### src/hdl/tseg_pkg.sv
// Types and constants shared by the touch slot event generator modules.
package tseg_pkg;

  localparam int FIELD_BITS = 12;

  localparam logic [1:0] KIND_REPORT  = 2'd0;
  localparam logic [1:0] KIND_CONSUME = 2'd1;
  localparam logic [1:0] KIND_INJECT  = 2'd2;

  localparam logic [1:0] PHASE_DOWN = 2'd0;
  localparam logic [1:0] PHASE_MOVE = 2'd1;
  localparam logic [1:0] PHASE_UP   = 2'd2;

  localparam logic [1:0] EV_DOWN     = 2'd0;
  localparam logic [1:0] EV_MOVE     = 2'd1;
  localparam logic [1:0] EV_UP       = 2'd2;
  localparam logic [1:0] EV_READBACK = 2'd3;

  localparam int CFG_INDEX_BITS = 1;
  localparam int CFG_DATA_BITS  = 1;
  localparam logic [CFG_INDEX_BITS-1:0] REG_MULTI   = 1'b0;
  localparam logic [CFG_INDEX_BITS-1:0] REG_PRIMARY = 1'b1;

  localparam int FIFO_DEPTH = 4;
  localparam int PTR_BITS   = $clog2(FIFO_DEPTH);
  localparam int CNT_BITS   = PTR_BITS + 1;

  typedef struct packed {
    logic [1:0]            kind;
    logic [1:0]            contact_count;
    logic [FIELD_BITS-1:0] first_x;
    logic [FIELD_BITS-1:0] first_y;
    logic [FIELD_BITS-1:0] second_x;
    logic [FIELD_BITS-1:0] second_y;
    logic [1:0]            inject_phase;
    logic                  inject_touching;
  } in_item_t;

  typedef struct packed {
    logic [1:0]            event_type;
    logic                  touching;
    logic [FIELD_BITS-1:0] pos_x;
    logic [FIELD_BITS-1:0] pos_y;
    logic                  pointer_id;
    logic                  last;
  } out_item_t;

  typedef struct packed {
    logic multi;
    logic primary;
  } route_cfg_t;

  typedef struct packed {
    logic down;
    logic move;
    logic up;
  } slot_status_t;

  typedef struct packed {
    logic [1:0] count;
    out_item_t  first;
    out_item_t  second;
  } result_set_t;

endpackage

### src/hdl/touch_slot_event_generator.sv
// Touch slot event generator: one transaction per clock is accepted into an input
// register, its Down, Move, Up or readback results are formed in the next cycle from
// the slot and latest-move state and written into a four-entry result queue for the
// output, which delivers one result per cycle while out_stall is low, so the results
// of a report that changes both slots leave one after the other; the input stalls
// only while the queue has no room for all results of the registered transaction.
module touch_slot_event_generator
  import tseg_pkg::*;
#(
  parameter int SLOT_COUNT = 2,
  parameter int COORD_BITS = 12
) (
  input  logic                      clk,
  input  logic                      rst,
  input  logic                      in_valid,
  output logic                      in_stall,
  input  in_item_t                  in_data,
  output logic                      out_valid,
  input  logic                      out_stall,
  output out_item_t                 out_data,
  input  logic                      cfg_wr_en,
  input  logic [CFG_INDEX_BITS-1:0] cfg_index,
  input  logic [CFG_DATA_BITS-1:0]  cfg_data
);

  route_cfg_t          route;
  in_item_t            item;
  logic                item_valid;
  logic                fire;
  logic [CNT_BITS-1:0] free;
  result_set_t         results;
  logic [SLOT_COUNT-1:0] slot_now;
  logic                slot_update;
  slot_status_t        slot_status [SLOT_COUNT];
  logic [COORD_BITS-1:0] slot_x [SLOT_COUNT];
  logic [COORD_BITS-1:0] slot_y [SLOT_COUNT];

  assign fire     = item_valid && (free >= CNT_BITS'(results.count));
  assign in_stall = item_valid && !fire;

  always_ff @(posedge clk) begin
    if (rst) begin
      route <= '0;
    end else if (cfg_wr_en) begin
      unique case (cfg_index)
        REG_MULTI:   route.multi   <= cfg_data[0];
        REG_PRIMARY: route.primary <= cfg_data[0];
      endcase
    end
  end

  always_ff @(posedge clk) begin
    if (rst) begin
      item_valid <= 1'b0;
    end else if (in_valid && !in_stall) begin
      item_valid <= 1'b1;
    end else if (fire) begin
      item_valid <= 1'b0;
    end
  end

  always_ff @(posedge clk) begin
    if (in_valid && !in_stall) begin
      item <= in_data;
    end
  end

  for (genvar s = 0; s < SLOT_COUNT; s++) begin : g_slot
    logic [COORD_BITS-1:0] x_in;
    logic [COORD_BITS-1:0] y_in;

    if (s == 0) begin : g_first
      assign x_in = COORD_BITS'(item.first_x);
      assign y_in = COORD_BITS'(item.first_y);
    end else begin : g_other
      assign x_in = COORD_BITS'(item.second_x);
      assign y_in = COORD_BITS'(item.second_y);
    end

    tseg_slot #(
      .CW(COORD_BITS)
    ) u_slot (
      .clk    (clk),
      .rst    (rst),
      .update (slot_update),
      .now    (slot_now[s]),
      .x      (x_in),
      .y      (y_in),
      .status (slot_status[s]),
      .ev_x   (slot_x[s]),
      .ev_y   (slot_y[s])
    );
  end

  tseg_event_logic #(
    .SLOT_COUNT(SLOT_COUNT),
    .CW        (COORD_BITS)
  ) u_event_logic (
    .clk         (clk),
    .rst         (rst),
    .route       (route),
    .item        (item),
    .fire        (fire),
    .slot_now    (slot_now),
    .slot_update (slot_update),
    .slot_status (slot_status),
    .slot_x      (slot_x),
    .slot_y      (slot_y),
    .results     (results)
  );

  tseg_result_fifo u_result_fifo (
    .clk         (clk),
    .rst         (rst),
    .push_count  (fire ? results.count : 2'd0),
    .push_first  (results.first),
    .push_second (results.second),
    .free        (free),
    .out_valid   (out_valid),
    .out_stall   (out_stall),
    .out_data    (out_data)
  );

endmodule

### src/hdl/tseg_slot.sv
// One pointer slot: active flag, held position and its transition detection.
module tseg_slot
  import tseg_pkg::*;
#(
  parameter int CW = 12
) (
  input  logic          clk,
  input  logic          rst,
  input  logic          update,
  input  logic          now,
  input  logic [CW-1:0] x,
  input  logic [CW-1:0] y,
  output slot_status_t  status,
  output logic [CW-1:0] ev_x,
  output logic [CW-1:0] ev_y
);

  logic          active;
  logic [CW-1:0] pos_x;
  logic [CW-1:0] pos_y;

  always_comb begin
    status.down = now && !active;
    status.move = now && active && ((x != pos_x) || (y != pos_y));
    status.up   = !now && active;
    ev_x        = now ? x : pos_x;
    ev_y        = now ? y : pos_y;
  end

  always_ff @(posedge clk) begin
    if (rst) begin
      active <= 1'b0;
      pos_x  <= '0;
      pos_y  <= '0;
    end else if (update) begin
      active <= now;
      if (now) begin
        pos_x <= x;
        pos_y <= y;
      end
    end
  end

endmodule

### src/hdl/tseg_event_logic.sv
// Event formation, routing filter and coalesced primary move state.
module tseg_event_logic
  import tseg_pkg::*;
#(
  parameter int SLOT_COUNT = 2,
  parameter int CW         = 12
) (
  input  logic                 clk,
  input  logic                 rst,
  input  route_cfg_t           route,
  input  in_item_t             item,
  input  logic                 fire,
  output logic [SLOT_COUNT-1:0] slot_now,
  output logic                 slot_update,
  input  slot_status_t         slot_status [SLOT_COUNT],
  input  logic [CW-1:0]        slot_x [SLOT_COUNT],
  input  logic [CW-1:0]        slot_y [SLOT_COUNT],
  output result_set_t          results
);

  logic [1:0]    cnt;
  logic [CW-1:0] px0;
  logic [CW-1:0] py0;
  logic          route0;
  logic          route1;
  logic [CW-1:0] latest_x;
  logic [CW-1:0] latest_y;
  logic          queued;
  logic [CW-1:0] latest_x_next;
  logic [CW-1:0] latest_y_next;
  logic          queued_next;
  out_item_t     a;
  out_item_t     b;
  logic          a_v;
  logic          b_v;
  out_item_t     b1;
  logic          b1_v;

  assign cnt = (item.contact_count > 2'(SLOT_COUNT)) ? 2'(SLOT_COUNT) : item.contact_count;
  assign px0 = CW'(item.first_x);
  assign py0 = CW'(item.first_y);
  assign route0 = route.multi || route.primary;
  assign route1 = route.multi;
  assign slot_update = fire && (item.kind == KIND_REPORT);

  for (genvar s = 0; s < SLOT_COUNT; s++) begin : g_now
    assign slot_now[s] = cnt > 2'(s);
  end

  if (SLOT_COUNT > 1) begin : g_second
    always_comb begin
      b1            = '0;
      b1.pointer_id = 1'b1;
      b1.pos_x      = FIELD_BITS'(slot_x[1]);
      b1.pos_y      = FIELD_BITS'(slot_y[1]);
      b1_v          = route1 && (slot_status[1].down || slot_status[1].move ||
                                 slot_status[1].up);
      if (slot_status[1].down) begin
        b1.event_type = EV_DOWN;
        b1.touching   = 1'b1;
      end else if (slot_status[1].move) begin
        b1.event_type = EV_MOVE;
        b1.touching   = 1'b1;
      end else begin
        b1.event_type = EV_UP;
        b1.touching   = 1'b0;
      end
    end
  end else begin : g_single
    assign b1   = '0;
    assign b1_v = 1'b0;
  end

  always_comb begin
    a   = '0;
    b   = '0;
    a_v = 1'b0;
    b_v = 1'b0;
    case (item.kind)
      KIND_REPORT: begin
        a.pos_x = FIELD_BITS'(slot_x[0]);
        a.pos_y = FIELD_BITS'(slot_y[0]);
        if (slot_status[0].down) begin
          a.event_type = EV_DOWN;
          a.touching   = 1'b1;
          a_v          = route0;
        end else if (slot_status[0].move) begin
          a.event_type = EV_MOVE;
          a.touching   = 1'b1;
          a_v          = route0 && !queued;
        end else if (slot_status[0].up) begin
          a.event_type = EV_UP;
          a.touching   = 1'b0;
          a_v          = route0;
        end
        b   = b1;
        b_v = b1_v;
      end
      KIND_CONSUME: begin
        a.event_type = EV_READBACK;
        a.pos_x      = FIELD_BITS'(latest_x);
        a.pos_y      = FIELD_BITS'(latest_y);
        a_v          = 1'b1;
      end
      KIND_INJECT: begin
        a.pos_x = FIELD_BITS'(px0);
        a.pos_y = FIELD_BITS'(py0);
        if (item.inject_phase == PHASE_MOVE) begin
          a.event_type = EV_MOVE;
          a.touching   = 1'b1;
          a_v          = route0 && !queued;
        end else if ((item.inject_phase == PHASE_DOWN) || (item.inject_phase == PHASE_UP)) begin
          a.event_type = item.inject_phase;
          a.touching   = item.inject_touching;
          a_v          = route0;
        end
      end
      default: begin
      end
    endcase
  end

  always_comb begin
    results.count       = {1'b0, a_v} + {1'b0, b_v};
    results.first       = a_v ? a : b;
    results.first.last  = !(a_v && b_v);
    results.second      = b;
    results.second.last = 1'b1;
  end

  always_comb begin
    latest_x_next = latest_x;
    latest_y_next = latest_y;
    queued_next   = queued;
    if (fire) begin
      case (item.kind)
        KIND_REPORT: begin
          if (slot_status[0].down || slot_status[0].move) begin
            latest_x_next = slot_x[0];
            latest_y_next = slot_y[0];
          end
          if (slot_status[0].move) begin
            queued_next = 1'b1;
          end
        end
        KIND_CONSUME: begin
          queued_next = 1'b0;
        end
        KIND_INJECT: begin
          if (item.inject_phase == PHASE_MOVE) begin
            latest_x_next = px0;
            latest_y_next = py0;
            queued_next   = 1'b1;
          end
        end
        default: begin
        end
      endcase
    end
  end

  always_ff @(posedge clk) begin
    if (rst) begin
      latest_x <= '0;
      latest_y <= '0;
      queued   <= 1'b0;
    end else begin
      latest_x <= latest_x_next;
      latest_y <= latest_y_next;
      queued   <= queued_next;
    end
  end

endmodule

### src/hdl/tseg_result_fifo.sv
// Result queue that takes up to two results per cycle and delivers one while out_stall is low.
module tseg_result_fifo
  import tseg_pkg::*;
(
  input  logic                clk,
  input  logic                rst,
  input  logic [1:0]          push_count,
  input  out_item_t           push_first,
  input  out_item_t           push_second,
  output logic [CNT_BITS-1:0] free,
  output logic                out_valid,
  input  logic                out_stall,
  output out_item_t           out_data
);

  out_item_t           mem [FIFO_DEPTH];
  logic [PTR_BITS-1:0] wr_ptr;
  logic [PTR_BITS-1:0] wr_ptr_inc;
  logic [PTR_BITS-1:0] rd_ptr;
  logic [CNT_BITS-1:0] count;
  logic                pop;

  assign wr_ptr_inc = wr_ptr + PTR_BITS'(1);
  assign out_valid  = count != '0;
  assign out_data   = mem[rd_ptr];
  assign pop        = out_valid && !out_stall;
  assign free       = CNT_BITS'(FIFO_DEPTH) - count;

  always_ff @(posedge clk) begin
    if (push_count != 2'd0) begin
      mem[wr_ptr] <= push_first;
    end
    if (push_count == 2'd2) begin
      mem[wr_ptr_inc] <= push_second;
    end
  end

  always_ff @(posedge clk) begin
    if (rst) begin
      wr_ptr <= '0;
      rd_ptr <= '0;
      count  <= '0;
    end else begin
      wr_ptr <= wr_ptr + PTR_BITS'(push_count);
      rd_ptr <= rd_ptr + PTR_BITS'(pop);
      count  <= count + CNT_BITS'(push_count) - CNT_BITS'(pop);
    end
  end

endmodule

### config.mk
export PLATFORM = sky130hd
export DESIGN_NAME = touch_slot_event_generator
export DESIGN_NICKNAME = d
export VERILOG_FILES = /design/src/hdl/tseg_pkg.sv /design/src/hdl/touch_slot_event_generator.sv /design/src/hdl/tseg_slot.sv /design/src/hdl/tseg_event_logic.sv /design/src/hdl/tseg_result_fifo.sv
export SDC_FILE = /design/constraint.sdc
export NUM_CORES = 1
export LEC_CHECK = 0
export ABC_CLOCK_PERIOD_IN_PS = 5410
export BUFFER_PORTS_ARGS = -buffer_cell sky130_fd_sc_hd__buf_2
export CAP_MARGIN = 20
export CELL_PAD_IN_SITES_DETAIL_PLACEMENT = 2
export CELL_PAD_IN_SITES_GLOBAL_PLACEMENT = 2
export CORE_UTILIZATION = 38
export DETAILED_ROUTE_END_ITERATION = 8
export GPL_ROUTABILITY_DRIVEN = 0
export PLACE_DENSITY_LB_ADDON = 0.08
export SYNTH_ARGS = -nofsm -noshare
export SYNTH_HDL_FRONTEND = slang
export SYNTH_SLANG_ARGS = --single-unit
### constraint.sdc
create_clock -name clk -period 5.41 [get_ports clk]
set_clock_uncertainty 0.1 [all_clocks]
set_input_delay 1.082 -clock clk [delete_from_list [all_inputs] [get_ports clk]]
set_output_delay 1.082 -clock clk [all_outputs]
set_load 0.01 [all_outputs]
# ---- Word level (Yosys, flattened, before mapping)
# Memories as Yosys holds them, arrays and structs flattened. A register that Yosys moved wholly into a read port is not among the register bits.
# Index checks and enable logic that the tools add are counted.
dict set report totals {
  inputBits 62
  elab_cells 132
  out_inout_bits 31
  memories 1
  ramBits 116
  latch_bits 0
  mem_bits_ro 0
  ff_bits 140
}
dict set report op_classes {
  mux 41
  reduce_logical 43
  n_lt_le_gt_ge 4
  n_div 0
  bitwise_logic 1
  n_shift 0
  n_mul 0
  addsub 7
  eq_ne 12
}
# name words width read_ports rd_clocked_by_memory_dff wr line
set memory_table {}
lappend memory_table {u_result_fifo.mem 4 29 1 1 2 tseg_result_fifo.sv:16} ;# out_item_t mem [FIFO_DEPTH];
# op count
set ops {}
lappend ops {{12-bit 2-to-1 mux} 8}
lappend ops {{24-bit case mux with 3 select lines} 1}
lappend ops {{29-bit 2-to-1 mux} 2}
lappend ops {{12-bit != test} 4}
lappend ops {{12-bit case mux with 2 select lines} 2}
lappend ops {{3-bit 2-to-1 mux} 7}
lappend ops {{1-bit logical AND} 16}
lappend ops {{1-bit 2-to-1 mux} 14}
lappend ops {{1-bit logical NOT} 9}
lappend ops {{4-bit AND reduction} 2}
lappend ops {{1-bit logical OR} 7}
lappend ops {{2-bit equality test (second input constant)} 3}
lappend ops {{2-bit 2-to-1 mux} 3}
lappend ops {{1-bit case mux with 3 select lines} 2}
lappend ops {{2-bit case mux with 3 select lines} 1}
lappend ops {{2-bit nonzero test} 3}
lappend ops {{3-bit nonzero test} 2}
lappend ops {{2-bit by 1-bit equality test with 1-bit output (second input constant)} 2}
lappend ops {{2-bit by 1-bit greater-than comparator with 1-bit output (second input constant)} 2}
lappend ops {{2-bit logical NOT} 2}
lappend ops {{2-bit by 1-bit != test with 1-bit output (second input constant)} 2}
lappend ops {{2-bit AND reduction} 2}
lappend ops {{3-bit by 2-bit adder with 3-bit output} 1}
lappend ops {{3-bit by 2-bit greater-or-equal comparator with 1-bit output} 1}
lappend ops {{10 further kinds} 10}

# ---- Logic depth before layout (Yosys ltp)
dict set report logic_depth {
  depth_word 17
  ltp_mapped 21
  depth_no_buf 20
}

# ---- By module
# Synthesis repeated with hierarchy kept, for this count alone.
dict set report hier_totals {
  hier_cells 1073
  area_unflattened_um2 13434.1
}
# mod cells_each area_each_um2 seq_area_each_um2 n_inst
set by_module_without_submodules {}
lappend by_module_without_submodules {tseg_result_fifo 331 6100.9 3623.5 1}
lappend by_module_without_submodules {tseg_slot 171 1427.6 500.5 2}
lappend by_module_without_submodules {tseg_event_logic 322 2606.2 500.5 1}
lappend by_module_without_submodules {touch_slot_event_generator 78 1871.8 1711.6 1}

# ---- Worst setup path before layout
# Ideal clock, no wire load.
dict set report synth_timing {
  path_kind {reg-to-reg}
  startpoint {register, netlist name g_slot[0].y_in[1]}
  endpoint {register, netlist name g_slot[0].x_in[0]}
  setup_time_ns 0.474
  path_stages_with_launch 13
  arrival_time_ns 5.179
  t_required_ns 4.836
  setup_slack_ns -0.343
  period_less_slack_ns 5.753
  path_buffers 2
  cell_sequence {edfxtp_1 xor2_1 nor4_2 nand4_2 o41a_1 buf_6 buf_6 ha_1 ha_1 nand2b_1 a211o_1 nor2_1 nor2b_1}
}
dict set report synth_between {
  elab_chain_len 13
}
# item line
set synth_rtl {}
lappend synth_rtl {{12-bit != test} tseg_slot.sv:24} ;# status.move = now && active && ((x != pos_x) || (y != pos_y));
lappend synth_rtl {{1-bit logical OR} tseg_slot.sv:24}
lappend synth_rtl {{1-bit logical AND} tseg_slot.sv:24}
lappend synth_rtl {{1-bit 2-to-1 mux} tseg_event_logic.sv:87} ;# end else if (slot_status[0].move) begin
lappend synth_rtl {{1-bit 2-to-1 mux} tseg_event_logic.sv:83} ;# if (slot_status[0].down) begin
lappend synth_rtl {{1-bit case mux with 3 select lines} tseg_event_logic.sv:79} ;# case (item.kind)
lappend synth_rtl {{1-bit by 1-bit adder with 2-bit output} tseg_event_logic.sv:124} ;# results.count = {1'b0, a_v} + {1'b0, b_v};
lappend synth_rtl {{3-bit by 2-bit greater-or-equal comparator with 1-bit output} touch_slot_event_generator.sv:38} ;# assign fire = item_valid && (free >= CNT_BITS'(results.count));
lappend synth_rtl {{1-bit logical AND} touch_slot_event_generator.sv:38}
lappend synth_rtl {{1-bit logical NOT} touch_slot_event_generator.sv:39} ;# assign in_stall = item_valid && !fire;
lappend synth_rtl {{1-bit logical AND} touch_slot_event_generator.sv:39}
lappend synth_rtl {{named net in_stall} touch_slot_event_generator.sv:16} ;# output logic in_stall,
lappend synth_rtl {{1-bit logical NOT} touch_slot_event_generator.sv:63} ;# if (in_valid && !in_stall) begin
lappend synth_rtl {{1-bit logical AND} touch_slot_event_generator.sv:63}
# The timed path passes the listed nets, and every way through them passes these cells.
# A chain may end at the register's enable or synchronous reset.

# ---- Worst setup path in the final report
dict set report layout_timing {
  startpoint {register, netlist name g_slot[0].y_in[8]}
  endpoint {output port in_stall}
}
dict set report layout_between {
  elab_chain_len 11
}
# item line
set layout_rtl {}
lappend layout_rtl {{12-bit != test} tseg_slot.sv:24}
lappend layout_rtl {{1-bit logical OR} tseg_slot.sv:24}
lappend layout_rtl {{1-bit logical AND} tseg_slot.sv:24}
lappend layout_rtl {{1-bit 2-to-1 mux} tseg_event_logic.sv:87}
lappend layout_rtl {{1-bit 2-to-1 mux} tseg_event_logic.sv:83}
lappend layout_rtl {{1-bit case mux with 3 select lines} tseg_event_logic.sv:79}
lappend layout_rtl {{1-bit by 1-bit adder with 2-bit output} tseg_event_logic.sv:124}
lappend layout_rtl {{3-bit by 2-bit greater-or-equal comparator with 1-bit output} touch_slot_event_generator.sv:38}
lappend layout_rtl {{1-bit logical AND} touch_slot_event_generator.sv:38}
lappend layout_rtl {{1-bit logical NOT} touch_slot_event_generator.sv:39}
lappend layout_rtl {{1-bit logical AND} touch_slot_event_generator.sv:39}
lappend layout_rtl {{to (decl)} touch_slot_event_generator.sv:16}
# No other way between the ends.

==> key figures <==
Cells and area
  • Nets: 1,136
  • Final core utilization: 0.4462
  • P&R area growth vs syn: 14.74%
  • Most frequent cells in the layout: edfxtp_1 (167), nor2_1 (111), buf_2 (92), dfxtp_1 (87), o22ai_1 (84)
  • Most common cell after layout, fill and taps aside: edfxtp_1
  • Share of layout cells above drive strength 1: 0.2698
  • Antenna Cells: 0

Clock network
  • Clock Sinks: 256
  • Worst-path clk slew: 60 ps
  • H-tree depth: 1
  • Clk buf depth: 3
  • Clock latency on the worst-skew pair: 560 ps
  • Total CTS buffers: 29
  • CTS tree: built
  • Root Buffer: clkbuf_16

Detailed routing
  • DR iter-0 viols: 559
  • Vias/cell: 5.821
  • Remaining DRCs: 0
  • Final wirelength: 37.93 mm
  • Vias: 8,662
  • ANT nets after route: 0
  • Post-DR wirelength/cell: 25.49 µm
  • Drt pass-1 iters: 5

Critical path
  • Worst-path fanout max: 7
  • Kind of critical path: flop to primary output
  • Critical Path Max Stage Delay: 520 ps
  • Buf/Inv on CP: 1
  • Worst-path cell chain: xor2_1 > nor4_2 > nand4_2 > o41a_2 > ha_1 > ha_1 > nand2b_1 > a211o_1 > nor2_2 > buf_2
  • WP data required: 4230 ps
  • CP arrival: 4030 ps
  • Crit-path leading delay family: simple AND/OR/NAND/NOR gates
  • R2R depth: 18
  • CP startpoint kind: flop
  • Crit path depth: 10
  • Most frequent CP cell: ha_1
  • CP max stage cell: o41a_2
  • Critical Path Sink Type: primary output

Global route
  • Initial antenna violation count: 0
  • Total GRT Usage: 0.2307
  • Grt ovf: 0
  • First-pass GRT wire length: 57.97 mm
  • Largest net degree at the start of global routing: 55
  • Vias in the first global route: 9,496

Die
  • Core Region: 0.03172 mm²
  • FP Rows: 65
  • Die Ht: 182.2 µm
  • Die width: 182.2 µm
  • Initial Util: 0.3888
  • # IOs: 93
  • Die area: 0.03318 mm²

Pwr
  • Pint: 3.709 mW
  • Total power: 5.285 mW
  • Pwr per Cell Area: 373.5 mW/mm²
  • VDD IR max: 0.2199 mV
  • Sequential group share of total power: 0.443
  • Clock Power Share: 0.357
  • Sw frac: 0.2982
  • Gate power share: 0.200
  • P_sw: 1.576 mW
  • Leak: 5.243 nW

Run
  • Max_cap viols: 0

Timing
  • Setup_tns: 0 ps
  • Final period util: 0.9630
  • FMAX: 191.9 MHz
  • Hold Vio Cnt, Final: 0
  • Pins over their slew limit: 0
  • Crit path time final: 5210 ps
  • Final setup fails: 0
  • Unrepaired setup endpoints after global routing: false
  • Rel. slew slack: 0.3737
  • Worst Max-Slew Pin Slew: 931.5 ps

Placement
  • HPWL Detailed: 25.37 mm
  • IO Port Bufs: 92

Min path
  • Min-Delay Path Class: flop to flop
  • Worst hold stages: 1

Synthesis
  • Syn Std Cell Area: 0.01233 mm²
  • Ys async rst share: 0
  • Syn. warnings: 0
  • Post-synthesis sequential area ratio: 0.5511
  • Synth top area share: 0.4066
  • Register bit total from synthesis: 256
  • Post-Syn Instances: 979
  • Synth unique cells: 58
  • Top area cells in the synthesized netlist: edfxtp_1 (41%), dfxtp_1 (14%), mux4_2 (5.3%), o22ai_1 (4.3%), mux2i_1 (4.1%)
  • Number of flops mapped to enable cells by yosys: 167
  • Top_reg_cell synth: edfxtp_1
  • Leading area contributor after synthesis: edfxtp_1
  • Syn_area_per_cell: 12.60 µm²
  • Syn_nets: 1,052

Outcome
  • Status: complete, no violations
-- kinds of logic after synthesis --
logic type | after synthesis | synth area share
AOI/OAI and AO/OA | 243 | 0.1471
xor gates and xnor gates | 53 | 0.03764
adders and majority gates | 11 | 0.01177
buffers and inverters | 81 | 0.03033
DFF | 256 | 0.5511
muxes | 129 | 0.1470
and+or+nand+nor | 206 | 0.07507
-- registers in the layout, indices dropped and copies added (netlist names), 3 cells and up --
register / count
u_result_fifo.mem: 116
g_slot.u_slot.pos_x: 24
g_slot.u_slot.pos_y: 24
g_slot.x_in: 24
g_slot.y_in: 24
u_event_logic.latest_x: 12
u_event_logic.latest_y: 12
item: 7
u_result_fifo.count: 3
-- area by class of cell --
cell class                 count  area, µm²
clock buffer                  29      725.7
clock inverter                25      180.2
fill                        3211      17570
inverter                      13      48.80
multi-input combinational    642       5191
sequential                   256       6799
tap                          402      503.0
timing repair buffer         121      703.2
-- routing by layer --
metal | track usage | up-vias | routed length, µm
met5 | 0 | - | 0
met2 | 0.3926 | 173 | 18330
met1 | 0.3149 | 4483 | 17560
met4 | 0.05613 | 0 | 664
li1 | - | 3959 | -
met3 | 0.02475 | 47 | 1365
-- metrics by stage --
stage	cells	worst slack, ps	hold WS (ps)	cell area [µm²]
final	1488	200.2	380.3	14150
after CTS	1488	15.99	377.3	14150
after global placement	1434	531.4	363.6	13240
after floorplan	979	717.4	331.0	12340
after detailed placement	1434	375.5	365.2	13240
after global routing	1488	22.42	404.9	14150
-- path summary, 6_finish.rpt --
check                          startpoint                 endpoint  slack [ps]
hold reg to reg   u_result_fifo.mem[2][0]  u_result_fifo.mem[2][0]         380
hold / removal    u_result_fifo.mem[2][0]  u_result_fifo.mem[2][0]         380
setup reg to reg        g_slot[0].y_in[8]   u_result_fifo.count[2]         440
setup / recovery        g_slot[0].y_in[8]                 in_stall         200
-- cell usage after synthesis (4+ instances only) --
cell / count
buf_6: 6
nor4_2: 4
a21oi_1: 31
mux2i_1: 50
ha_1: 10
or3_1: 6
buf_2: 20
nand3_1: 5
mux2_4: 25
nand2_1: 44
nor2_1: 113
o22ai_2: 24
o21a_1: 5
inv_1: 13
edfxtp_1: 167
xnor2_1: 5
clkbuf_1: 33
o22ai_1: 84
nor2b_1: 5
dfxtp_1: 89
xor2_1: 48
a211oi_1: 24
nor4_1: 8
mux2_2: 24
a22oi_1: 25
o32ai_1: 5
a22o_1: 24
mux4_2: 29
nand2b_1: 5
buf_1: 9
-- power groups by stage --
stage               registers (mW)  clock network, mW  logic, mW
floorplan                     2.31                  0      0.758
global placement              2.38                  0       1.05
detailed placement            2.38                  0       1.07
CTS                           2.34               1.93       1.07
global route                  2.36               2.01       1.15
finish                        2.34               1.89       1.06
-- what timing repair did --
item | in CTS | in global routing
gates resized for setup | 0 | 1
setup endpoints to repair | 0 | 1
hold buffers | 0 | 0
buffers inserted | 0 | 0
No activity file was read; power rests on OpenSTA's default activity.
